[config.mk]
export PLATFORM = sky130hd
export DESIGN_NAME = first_fit_block_run_finder_top
export DESIGN_NICKNAME = d
export VERILOG_FILES = /design/src/rtl/ffbr_pkg.sv /design/src/rtl/first_fit_block_run_finder_top.sv /design/src/rtl/ffbr_table.sv /design/src/rtl/ffbr_ctrl.sv
export SDC_FILE = /design/constraint.sdc
export NUM_CORES = 2
export LEC_CHECK = 0
export BUFFER_PORTS_ARGS = -buffer_cell sky130_fd_sc_hd__buf_2
export CORE_MARGIN = 2
export CORE_UTILIZATION = 35
export DETAILED_ROUTE_END_ITERATION = 10
export GPL_TIMING_DRIVEN = 0
export PLACE_DENSITY_LB_ADDON = 0.3
export SLEW_MARGIN = 20
export SYNTH_ARGS = -nofsm -noshare
export SYNTH_HDL_FRONTEND = slang
export SYNTH_SLANG_ARGS = --single-unit
[constraint.sdc]
create_clock -name clk -period 24.5 [get_ports clk]
set_input_delay 1.225 -clock clk [delete_from_list [all_inputs] [get_ports clk]]
set_output_delay 1.225 -clock clk [all_outputs]
set_load 0.005 [all_outputs]
[src/rtl/ffbr_pkg.sv]
package ffbr_pkg;

	localparam int DEF_MAX_BLOCKS = 1024;

	localparam int OP_W   = 1;
	localparam int IDX_W  = 10;
	localparam int KIND_W = 2;
	localparam int LEN_W  = 11;
	localparam int VOL_W  = 11;
	localparam int STAT_W = 2;

	localparam logic [VOL_W-1:0] VOL_RESET = 11'd1024;

	typedef logic [STAT_W-1:0] status_t;
	typedef logic [KIND_W-1:0] kind_t;

	localparam logic [OP_W-1:0] OP_WRITE = 1'b0;
	localparam logic [OP_W-1:0] OP_FIND  = 1'b1;

	localparam status_t STAT_OK      = 2'd0;
	localparam status_t STAT_NOSPACE = 2'd1;
	localparam status_t STAT_RANGE   = 2'd2;

	localparam kind_t KIND_UNUSED = 2'd0;

endpackage

[src/rtl/first_fit_block_run_finder_top.sv]
// First-fit block run finder.
// Holds a 2-bit type per block and answers two kinds of request on the
// in_valid/in_ready channel: opcode 0 writes block_kind at block_index,
// opcode 1 looks for the lowest start of run_length consecutive unused
// blocks inside the volume. Each request gives one result on the
// out_valid/out_ready channel (start_block, status).
// cfg_we/cfg_wdata set the volume size; write it only while idle.
// A write request passes through the result state into the output
// register. A find request walks the table one entry per cycle through
// its single read port from block 0 and stops at the first run that
// fits or at the last block of the volume; zero-length or oversize
// requests skip the walk. One request is in flight at a time.
// After reset the table is cleared by a pass over all MAX_BLOCKS entries,
// during which in_ready is low; configuration writes are taken throughout.
// A finished result sits in the output register while the receiver
// stalls; the next request is still accepted and holds its result until
// the output register frees up.
module first_fit_block_run_finder_top #(
	parameter int MAX_BLOCKS = ffbr_pkg::DEF_MAX_BLOCKS
) (
	input  logic                          clk,
	input  logic                          arst_n,
	input  logic                          cfg_we,
	input  logic [ffbr_pkg::VOL_W-1:0]    cfg_wdata,
	input  logic                          in_valid,
	output logic                          in_ready,
	input  logic [ffbr_pkg::OP_W-1:0]     opcode,
	input  logic [ffbr_pkg::IDX_W-1:0]    block_index,
	input  ffbr_pkg::kind_t               block_kind,
	input  logic [ffbr_pkg::LEN_W-1:0]    run_length,
	output logic                          out_valid,
	input  logic                          out_ready,
	output logic [ffbr_pkg::IDX_W-1:0]    start_block,
	output ffbr_pkg::status_t             status
);
	import ffbr_pkg::*;

	localparam int AW = $clog2(MAX_BLOCKS);

	logic          mem_we;
	logic [AW-1:0] mem_waddr;
	kind_t         mem_wdata;
	logic          mem_re;
	logic [AW-1:0] mem_raddr;
	kind_t         mem_rdata;

	ffbr_table #(
		.DEPTH (MAX_BLOCKS),
		.AW    (AW)
	) u_table (
		.clk   (clk),
		.we    (mem_we),
		.waddr (mem_waddr),
		.wdata (mem_wdata),
		.re    (mem_re),
		.raddr (mem_raddr),
		.rdata (mem_rdata)
	);

	ffbr_ctrl #(
		.MAX_BLOCKS (MAX_BLOCKS),
		.AW         (AW)
	) u_ctrl (
		.clk         (clk),
		.arst_n      (arst_n),
		.cfg_we      (cfg_we),
		.cfg_wdata   (cfg_wdata),
		.in_valid    (in_valid),
		.in_ready    (in_ready),
		.opcode      (opcode),
		.block_index (block_index),
		.block_kind  (block_kind),
		.run_length  (run_length),
		.out_valid   (out_valid),
		.out_ready   (out_ready),
		.start_block (start_block),
		.status      (status),
		.mem_we      (mem_we),
		.mem_waddr   (mem_waddr),
		.mem_wdata   (mem_wdata),
		.mem_re      (mem_re),
		.mem_raddr   (mem_raddr),
		.mem_rdata   (mem_rdata)
	);

endmodule

[src/rtl/ffbr_table.sv]
module ffbr_table #(
	parameter int DEPTH = ffbr_pkg::DEF_MAX_BLOCKS,
	parameter int AW    = $clog2(DEPTH)
) (
	input  logic                      clk,
	input  logic                      we,
	input  logic [AW-1:0]             waddr,
	input  ffbr_pkg::kind_t           wdata,
	input  logic                      re,
	input  logic [AW-1:0]             raddr,
	output ffbr_pkg::kind_t           rdata
);
	import ffbr_pkg::*;

	kind_t mem [DEPTH];

	always_ff @(posedge clk) begin
		if (we) begin
			mem[waddr] <= wdata;
		end
	end

	always_ff @(posedge clk) begin
		if (re) begin
			rdata <= mem[raddr];
		end
	end

endmodule

[src/rtl/ffbr_ctrl.sv]
module ffbr_ctrl #(
	parameter int MAX_BLOCKS = ffbr_pkg::DEF_MAX_BLOCKS,
	parameter int AW         = $clog2(MAX_BLOCKS)
) (
	input  logic                          clk,
	input  logic                          arst_n,
	input  logic                          cfg_we,
	input  logic [ffbr_pkg::VOL_W-1:0]    cfg_wdata,
	input  logic                          in_valid,
	output logic                          in_ready,
	input  logic [ffbr_pkg::OP_W-1:0]     opcode,
	input  logic [ffbr_pkg::IDX_W-1:0]    block_index,
	input  ffbr_pkg::kind_t               block_kind,
	input  logic [ffbr_pkg::LEN_W-1:0]    run_length,
	output logic                          out_valid,
	input  logic                          out_ready,
	output logic [ffbr_pkg::IDX_W-1:0]    start_block,
	output ffbr_pkg::status_t             status,
	output logic                          mem_we,
	output logic [AW-1:0]                 mem_waddr,
	output ffbr_pkg::kind_t               mem_wdata,
	output logic                          mem_re,
	output logic [AW-1:0]                 mem_raddr,
	input  ffbr_pkg::kind_t               mem_rdata
);
	import ffbr_pkg::*;

	localparam int EW = (AW + 1 > LEN_W) ? AW + 1 : LEN_W;

	localparam logic [1:0] S_CLEAR  = 2'd0;
	localparam logic [1:0] S_IDLE   = 2'd1;
	localparam logic [1:0] S_SCAN   = 2'd2;
	localparam logic [1:0] S_RESULT = 2'd3;

	logic [1:0]       state_q;
	logic [VOL_W-1:0] volume_q;
	logic [AW-1:0]    addr_q;
	logic             issue_q;
	logic             chk_s1;
	logic [AW-1:0]    idx_s1;
	logic [LEN_W-1:0] len_q;
	logic [LEN_W-1:0] run_q;
	logic [IDX_W-1:0] res_start_q;
	status_t          res_status_q;
	logic             out_valid_q;
	logic [IDX_W-1:0] start_block_q;
	status_t          status_q;

	logic [EW-1:0]    vol_cfg;
	logic [EW-1:0]    vol_eff;
	logic [EW-1:0]    idx_ext;
	logic [EW-1:0]    len_ext;
	logic [AW-1:0]    last_idx;
	logic [LEN_W-1:0] run_nx;
	logic [EW-1:0]    start_calc;
	logic             accept;
	logic             in_range;
	logic             load_out;
	logic             hit;

	assign vol_cfg    = EW'(volume_q);
	assign vol_eff    = (vol_cfg > EW'(MAX_BLOCKS)) ? EW'(MAX_BLOCKS) : vol_cfg;
	assign idx_ext    = EW'(block_index);
	assign len_ext    = EW'(run_length);
	assign last_idx   = AW'(vol_eff - EW'(1));
	assign in_range   = idx_ext < vol_eff;
	assign in_ready   = (state_q == S_IDLE);
	assign accept     = in_valid && in_ready;
	assign run_nx     = run_q + LEN_W'(1);
	assign hit        = chk_s1 && (mem_rdata == KIND_UNUSED) && (run_nx == len_q);
	assign start_calc = EW'(idx_s1) + EW'(1) - EW'(len_q);
	assign load_out   = (state_q == S_RESULT) && (!out_valid_q || out_ready);

	always_comb begin
		mem_we    = 1'b0;
		mem_waddr = addr_q;
		mem_wdata = KIND_UNUSED;
		if (state_q == S_CLEAR) begin
			mem_we = 1'b1;
		end else if (accept && opcode == OP_WRITE && in_range) begin
			mem_we    = 1'b1;
			mem_waddr = idx_ext[AW-1:0];
			mem_wdata = block_kind;
		end
	end

	assign mem_re    = (state_q == S_SCAN) && issue_q;
	assign mem_raddr = addr_q;

	always_ff @(posedge clk or negedge arst_n) begin
		if (!arst_n) begin
			volume_q <= VOL_RESET;
		end else if (cfg_we) begin
			volume_q <= cfg_wdata;
		end
	end

	always_ff @(posedge clk or negedge arst_n) begin
		if (!arst_n) begin
			state_q <= S_CLEAR;
			addr_q  <= '0;
			issue_q <= 1'b0;
			chk_s1  <= 1'b0;
		end else begin
			unique case (state_q)
				S_CLEAR: begin
					addr_q <= addr_q + AW'(1);
					if (addr_q == AW'(MAX_BLOCKS - 1)) begin
						state_q <= S_IDLE;
					end
				end
				S_IDLE: begin
					if (accept) begin
						if (opcode == OP_WRITE) begin
							state_q <= S_RESULT;
						end else if (run_length == '0 || len_ext > vol_eff) begin
							state_q <= S_RESULT;
						end else begin
							state_q <= S_SCAN;
							addr_q  <= '0;
							issue_q <= 1'b1;
							chk_s1  <= 1'b0;
						end
					end
				end
				S_SCAN: begin
					if (hit || (chk_s1 && idx_s1 == last_idx)) begin
						state_q <= S_RESULT;
						issue_q <= 1'b0;
						chk_s1  <= 1'b0;
					end else begin
						chk_s1 <= issue_q;
						if (issue_q) begin
							if (addr_q == last_idx) begin
								issue_q <= 1'b0;
							end else begin
								addr_q <= addr_q + AW'(1);
							end
						end
					end
				end
				S_RESULT: begin
					if (load_out) begin
						state_q <= S_IDLE;
					end
				end
				default: begin
					state_q <= S_IDLE;
				end
			endcase
		end
	end

	always_ff @(posedge clk) begin
		if (state_q == S_SCAN && issue_q) begin
			idx_s1 <= addr_q;
		end
		if (accept) begin
			len_q       <= run_length;
			run_q       <= '0;
			res_start_q <= '0;
			if (opcode == OP_WRITE) begin
				res_status_q <= in_range ? STAT_OK : STAT_RANGE;
			end else begin
				res_status_q <= STAT_NOSPACE;
			end
		end else if (state_q == S_SCAN && chk_s1) begin
			if (mem_rdata == KIND_UNUSED) begin
				run_q <= run_nx;
			end else begin
				run_q <= '0;
			end
			if (hit) begin
				res_start_q  <= start_calc[IDX_W-1:0];
				res_status_q <= STAT_OK;
			end
		end
	end

	always_ff @(posedge clk or negedge arst_n) begin
		if (!arst_n) begin
			out_valid_q <= 1'b0;
		end else if (load_out) begin
			out_valid_q <= 1'b1;
		end else if (out_ready) begin
			out_valid_q <= 1'b0;
		end
	end

	always_ff @(posedge clk) begin
		if (load_out) begin
			start_block_q <= res_start_q;
			status_q      <= res_status_q;
		end
	end

	assign out_valid   = out_valid_q;
	assign start_block = start_block_q;
	assign status      = status_q;

	a_chk_in_scan: assert property (@(posedge clk) disable iff (!arst_n)
		chk_s1 |-> state_q == S_SCAN)
		else $error("table compare outside scan");

	a_run_below_len: assert property (@(posedge clk) disable iff (!arst_n)
		state_q == S_SCAN |-> run_q < len_q)
		else $error("run count reached requested length without a hit");

	a_no_write_in_scan: assert property (@(posedge clk) disable iff (!arst_n)
		state_q == S_SCAN |-> !mem_we)
		else $error("table written during scan");

	a_one_request: assert property (@(posedge clk) disable iff (!arst_n)
		accept |=> !in_ready)
		else $error("second request taken while one is in flight");

endmodule
# ---- Word-level counts from Yosys, hierarchy flattened
# Memory sizes are Yosys's and may differ from the RTL's. A register that Yosys moved wholly into a read port is not among the register bits.
# Cells that the tools add are included.
dict set report totals {
  input_bits 40
  word_cells 108
  n_memories 1
  mem_bits_rw 2048
  out_inout_bits 14
  reg_bits 82
}
# name words width rd rd_clocked_by_memory_dff write_ports line_no
set mem_list {}
lappend mem_list {u_table.mem 1024 2 1 1 1 ffbr_table.sv:15} ;# kind_t mem [DEPTH];
dict set report op_classes {
  order_cmp 3
  n_eq_ne 16
  bitwise_logic 1
  reduce_logical 26
  n_mux 43
  n_addsub 5
}
# operator count
set ops {}
lappend ops {{$mux 10} 8}
lappend ops {{$pmux 10 s3} 1}
lappend ops {{$mux 2} 12}
lappend ops {{$mux 11} 2}
lappend ops {{$add 10x1->10 const B} 2}
lappend ops {{$eq 10x10->1} 2}
lappend ops {{$mux 1} 17}
lappend ops {{$ne 2x2->1 const B} 7}
lappend ops {{$add 11x1->11 const B} 1}
lappend ops {{$eq 11x11->1} 1}
lappend ops {{$gt 11x11->1} 1}
lappend ops {{$gt 11x11->1 const B} 1}
lappend ops {{$logic_not 11->1} 1}
lappend ops {{$lt 10x11->1} 1}
lappend ops {{$eq 10x10->1 const B} 1}
lappend ops {{$sub 10x1->10 const B} 1}
lappend ops {{$sub 10x10->10} 1}
lappend ops {{$logic_and 1x1->1} 9}
lappend ops {{$pmux 2 s4} 1}
lappend ops {{$reduce_and 4->1} 2}
lappend ops {{$reduce_bool 2->1} 4}
lappend ops {{$reduce_and 7->1} 1}
lappend ops {{$eq 2x2->1 const B} 2}
lappend ops {{$logic_not 2->1} 2}
lappend ops {{other kinds (8)} 13}

# ---- Longest topological paths before layout
dict set report logic_depth {
  word_depth 8
  depth_mapped 17
  depth_no_buf 14
}

# ---- Modules after synthesis
# A second synthesis with hierarchy kept.
dict set report hier_totals {
  hier_cells 5344
  area_unflattened_um2 89090.4
}
# module cells_each area_per_inst_um2 n_inst seq_area_each_um2
set modules_own_cells {}
lappend modules_own_cells {ffbr_table 4793 83777.8 1 61559.0}
lappend modules_own_cells {ffbr_ctrl 551 5312.6 1 2123.3}

# ---- Worst setup path before layout
# OpenSTA, ideal clock, no wires.
dict set report synth_timing {
  path_type {input-to-reg}
  start {input port block_index[0] in the netlist's numbering}
  end {memory u_table.mem[0][0] in the netlist's numbering, data pin}
  n_path_buf 0
  slack_ps 6342
  required_time_ps 21598
  setup_ps 2902
  arrival_ps 15256
  path_stages 7
  path_cell_list {or3b_1 a21o_1 a21oi_1 o41a_1 o21ai_0 nor3_1 and3_1}
}
dict set report synth_between {
  elab_chain_len 4
}
# item line_no
set synth_lines {}
lappend synth_lines {{start: declaration} first_fit_block_run_finder_top.sv:28} ;# input logic [ffbr_pkg::IDX_W-1:0] block_index,
lappend synth_lines {{$lt 10x11->1} ffbr_ctrl.sv:66} ;# assign in_range = idx_ext < vol_eff;
lappend synth_lines {{$logic_and 1x1->1} ffbr_ctrl.sv:80} ;# end else if (accept && opcode == OP_WRITE && in_range) begin
lappend synth_lines {{$mux 2} ffbr_ctrl.sv:80}
lappend synth_lines {{$mux 2} ffbr_ctrl.sv:78} ;# if (state_q == S_CLEAR) begin
lappend synth_lines {{via mem_wdata[0]} first_fit_block_run_finder_top.sv:42} ;# kind_t mem_wdata;
lappend synth_lines {{end: declaration} ffbr_table.sv:15}
# The timed path passes the listed nets, and every way through them passes these cells.

# ---- Final worst setup path
dict set report layout_timing {
  start {register u_ctrl.addr_q[1], in the netlist u_ctrl.mem_raddr[1]}
  end {memory u_table.mem[539][1] in the netlist's numbering, enable pin}
}
dict set report layout_between {
  elab_chain_len 2
}
# item line_no
set layout_lines {}
lappend layout_lines {{start: declaration} ffbr_ctrl.sv:37} ;# logic [AW-1:0] addr_q;
lappend layout_lines {{start signal: assignment} ffbr_ctrl.sv:107} ;# addr_q <= addr_q + AW'(1);
lappend layout_lines {{start signal: assignment} ffbr_ctrl.sv:137} ;# addr_q <= addr_q + AW'(1);
lappend layout_lines {{$mux 10} ffbr_ctrl.sv:80}
lappend layout_lines {{$mux 10 *} ffbr_ctrl.sv:78}
# Every way passes the cells marked *; elsewhere a longest branch is shown, timed or not.

==> impl_metrics.tcl <==
set metrics [dict create \
    status "completed" \
    synth_cell_types 84 \
    cts_made_buffers 217 \
    cts_hold_buf 0 \
    coreArea_um2 252000 \
    portBuffers 53 \
    fin_crit_ns 6.60 \
    final-setup-viol-count 0 \
    drv_cap 0 \
    cts_sinks 2132 \
    syn_area_per_cell_um2 17.2 \
    grt_antenna_before_repair 26 \
    ys_seq_area_share_pct 71.8 \
    syn_nets 5230 \
    grt_pass1_vias 52200 \
    vias_per_cell 6.11 \
    grt_overflow_total 0 \
    pin_count 54 \
    relSlewSlack_pct 14.0 \
    synth_area_um2 88700 \
    cts_tree "yes" \
    report.final.slew_viol_count 0 \
    grt_max_degree 83 \
    hpwl_um 236000 \
    rsz0062_at_grt "false" \
    hold_class "in -> async" \
    max-vdd-ir-drop_v 0.0000628 \
    synth_edf_count 2085 \
    post_drt_wl_per_cell_um 38.3 \
    h-tree-depth 4 \
    root_buffer "clkbuf_16" \
    synthFlopType "edfxtp_1" \
    end_kind "register" \
    whs_ns 0.373 \
    ctsLongestPathBuffers 3 \
    drt-initial-drc-count 11100 \
    place.gp.congestion 1.00 \
    fin_nets 5603 \
    cp-start-kind "register" \
    row_count 184 \
    rrSetupSlack_ns 17.90 \
    hold_violations 0 \
    ff2ff_path_depth 11 \
    max_freq_mhz 151 \
    path_class "reg -> reg" \
    crit_fanout 10 \
    layout-drive-gt1-share_pct 24.2 \
    cts_setup_buffers 0 \
    clk_pin_slew_ns 0.06 \
    ant_nets 0 \
    clk_latency_ns 0.89 \
    synthArstFlopShare_pct 1.22 \
    fin_setup_tns_ns 0 \
    start_util_pct 35.3 \
    r2r_start "u_ctrl.mem_raddr[1]" \
    dr_total_vias 55300 \
    finalClockSkew_ns 0.0420 \
    reg2reg_to "u_table.mem[539][1]" \
    drc 0 \
    grt_pass1_wl_um 458000 \
    die-area_um2 258000 \
    syn-instance-count 5145 \
    leakagePower_nw 26.0 \
    dieWidth_um 508 \
    finalCritPeriodShare_pct 27.0 \
    grtUsageTotal_pct 26.5 \
    ys_warn_count 0 \
    dr.pass1.iters 6 \
    tightest_slew_ns 1.29 \
    ys_ff_latch 2132 \
    area_growth_pct 15.8 \
    power.density_nw_per_um2 71.0 \
    chipHeight_um 508 \
    finalWirelength_um 347000 \
    post_cts_resize_count 0 \
    cp.arrival_ns 7.19 \
    critPathRequiredTime_ns 25.09 \
]
routing by layer:
metal	GRT usage, %	vias to the layer above	share of wire (%)
met5	0	-	0.085
met1	35.3	28800	36
met2	38.6	4600	43
met4	15.2	20	6.8
met3	7.81	924	14
li1	-	20900	-
flip-flops by register name (all words and copies together), names as in the netlist, 10 cells and up:
name and cells:
u_table.mem 2048, u_ctrl.len_q 11, u_ctrl.run_q 11, u_ctrl.vol_cfg 11
u_ctrl.idx_s1 10, u_ctrl.mem_raddr 10, u_ctrl.res_start_q 10, u_ctrl.start_block 10
where the power goes:
| group | internal, W | switching, W | total [W] |
|---|---|---|---|
| clock network | 0.00183 | 0.00148 | 0.00331 |
| logic | 0.0000193 | 0.0000299 | 0.0000492 |
| registers | 0.00394 | 0.00000177 | 0.00394 |
cells in the final DEF (no fill, tap or decap), types with 13 or more instances in the layout:
master,netlist,final
a21oi_1,46,46
a221oi_1,18,18
a22o_1,18,18
a22oi_1,81,81
buf_12,0,45
buf_16,0,50
buf_2,126,197
buf_4,12,14
bufinv_16,0,18
clkbuf_1,239,156
clkbuf_16,0,217
clkbuf_2,0,130
clkinv_1,2,39
clkinv_2,0,48
dfrtp_1,25,25
dfxtp_1,21,21
edfxtp_1,2085,2085
ha_1,44,44
inv_1,35,35
mux2_2,28,28
mux2i_1,108,96
mux4_2,559,559
nand2_1,180,180
nand2b_1,19,19
nand3_1,37,37
nand4_1,15,15
nor2_1,1106,1104
nor2b_1,14,13
nor3_1,37,36
o211ai_1,13,13
o21ai_0,36,36
xnor2_1,21,21
final cells by class:
class	count	area, um2
multi-input combinational	2576	23300
clock buffer	265	5620
antenna	10	25.0
sequential	2132	63700
buffer	400	1910
inverter	37	139
tap	3348	4190
clock inverter	131	1300
timing repair buffer	154	2610
fill	22500	149000
worst max path at each step:
stage / end / slack [ns] / from / depth (start not counted)
after floorplan: u_table.mem[0][0] / 6.34 / block_index[0] / 7
after global placement: u_table.mem[298][0] / -7.53 / u_ctrl.vol_cfg[10] / 12
after detailed placement: u_table.rdata[0] / 18.30 / u_ctrl.mem_raddr[0] / 11
after CTS: u_table.rdata[0] / 18.30 / u_ctrl.mem_raddr[0] / 11
after global routing: u_table.rdata[0] / 18.07 / u_ctrl.mem_raddr[0] / 11
final: u_table.mem[539][1] / 17.90 / u_ctrl.mem_raddr[1] / 11
logic make-up (layout without fill, tap and decap cells):
family                   Yosys count  in the layout  share of synthesized area (%)
flip-flops                      2132           2132                           71.8
AND/OR/NAND/NOR                 1492           1492                           6.89
multiplexers                     695            695                           15.8
buffers and inverters            437            987                           2.09
AO/OA/AOI/OAI                    312            312                           2.53
adder cells (fa/ha/maj)           45             45                          0.643
XOR/XNOR                          32             32                          0.316
other                              0             10                              0
Yosys cell counts (25+ instances only):
master / count / share of area [%]
edfxtp_1: 2085 / 71
ha_1: 44 / 0.62
mux4_2: 559 / 14
dfrtp_1: 25 / 0.70
o21ai_0: 36 / 0.20
a22oi_1: 81 / 0.69
nor2_1: 1106 / 4.7
clkbuf_1: 239 / 1.0
a21oi_1: 46 / 0.26
mux2_2: 28 / 0.36
mux2i_1: 108 / 1.2
nand3_1: 37 / 0.21
inv_1: 35 / 0.15
nand2_1: 180 / 0.76
nor3_1: 37 / 0.21
buf_2: 126 / 0.71
worst max-delay path, stage by stage (launching register included):
cell and delay (ns):
dfrtp_1 0.76, buf_2 0.50, buf_2 0.75, clkbuf_2 0.36, buf_12 0.23, clkbuf_1 0.94, nand2_1 0.23, o22ai_1 0.92
nand2_1 0.18, clkbuf_2 0.52, buf_2 0.51, nor2_1 0.28
per-stage QoR:
step	instances	area, um2	total power (W)	util, %	setup WS [ns]
final	9053	103000	0.00730	40.8	17.90
after floorplan	5145	88700	0.00405	-	6.34
after global placement	8546	93200	0.00407	37.0	-7.53
after CTS	9043	103000	0.00730	40.8	18.30
after global routing	9043	103000	0.00744	40.8	18.07
after detailed placement	8647	95800	0.00407	38.1	18.30
(Power assumes the default switching activity.)
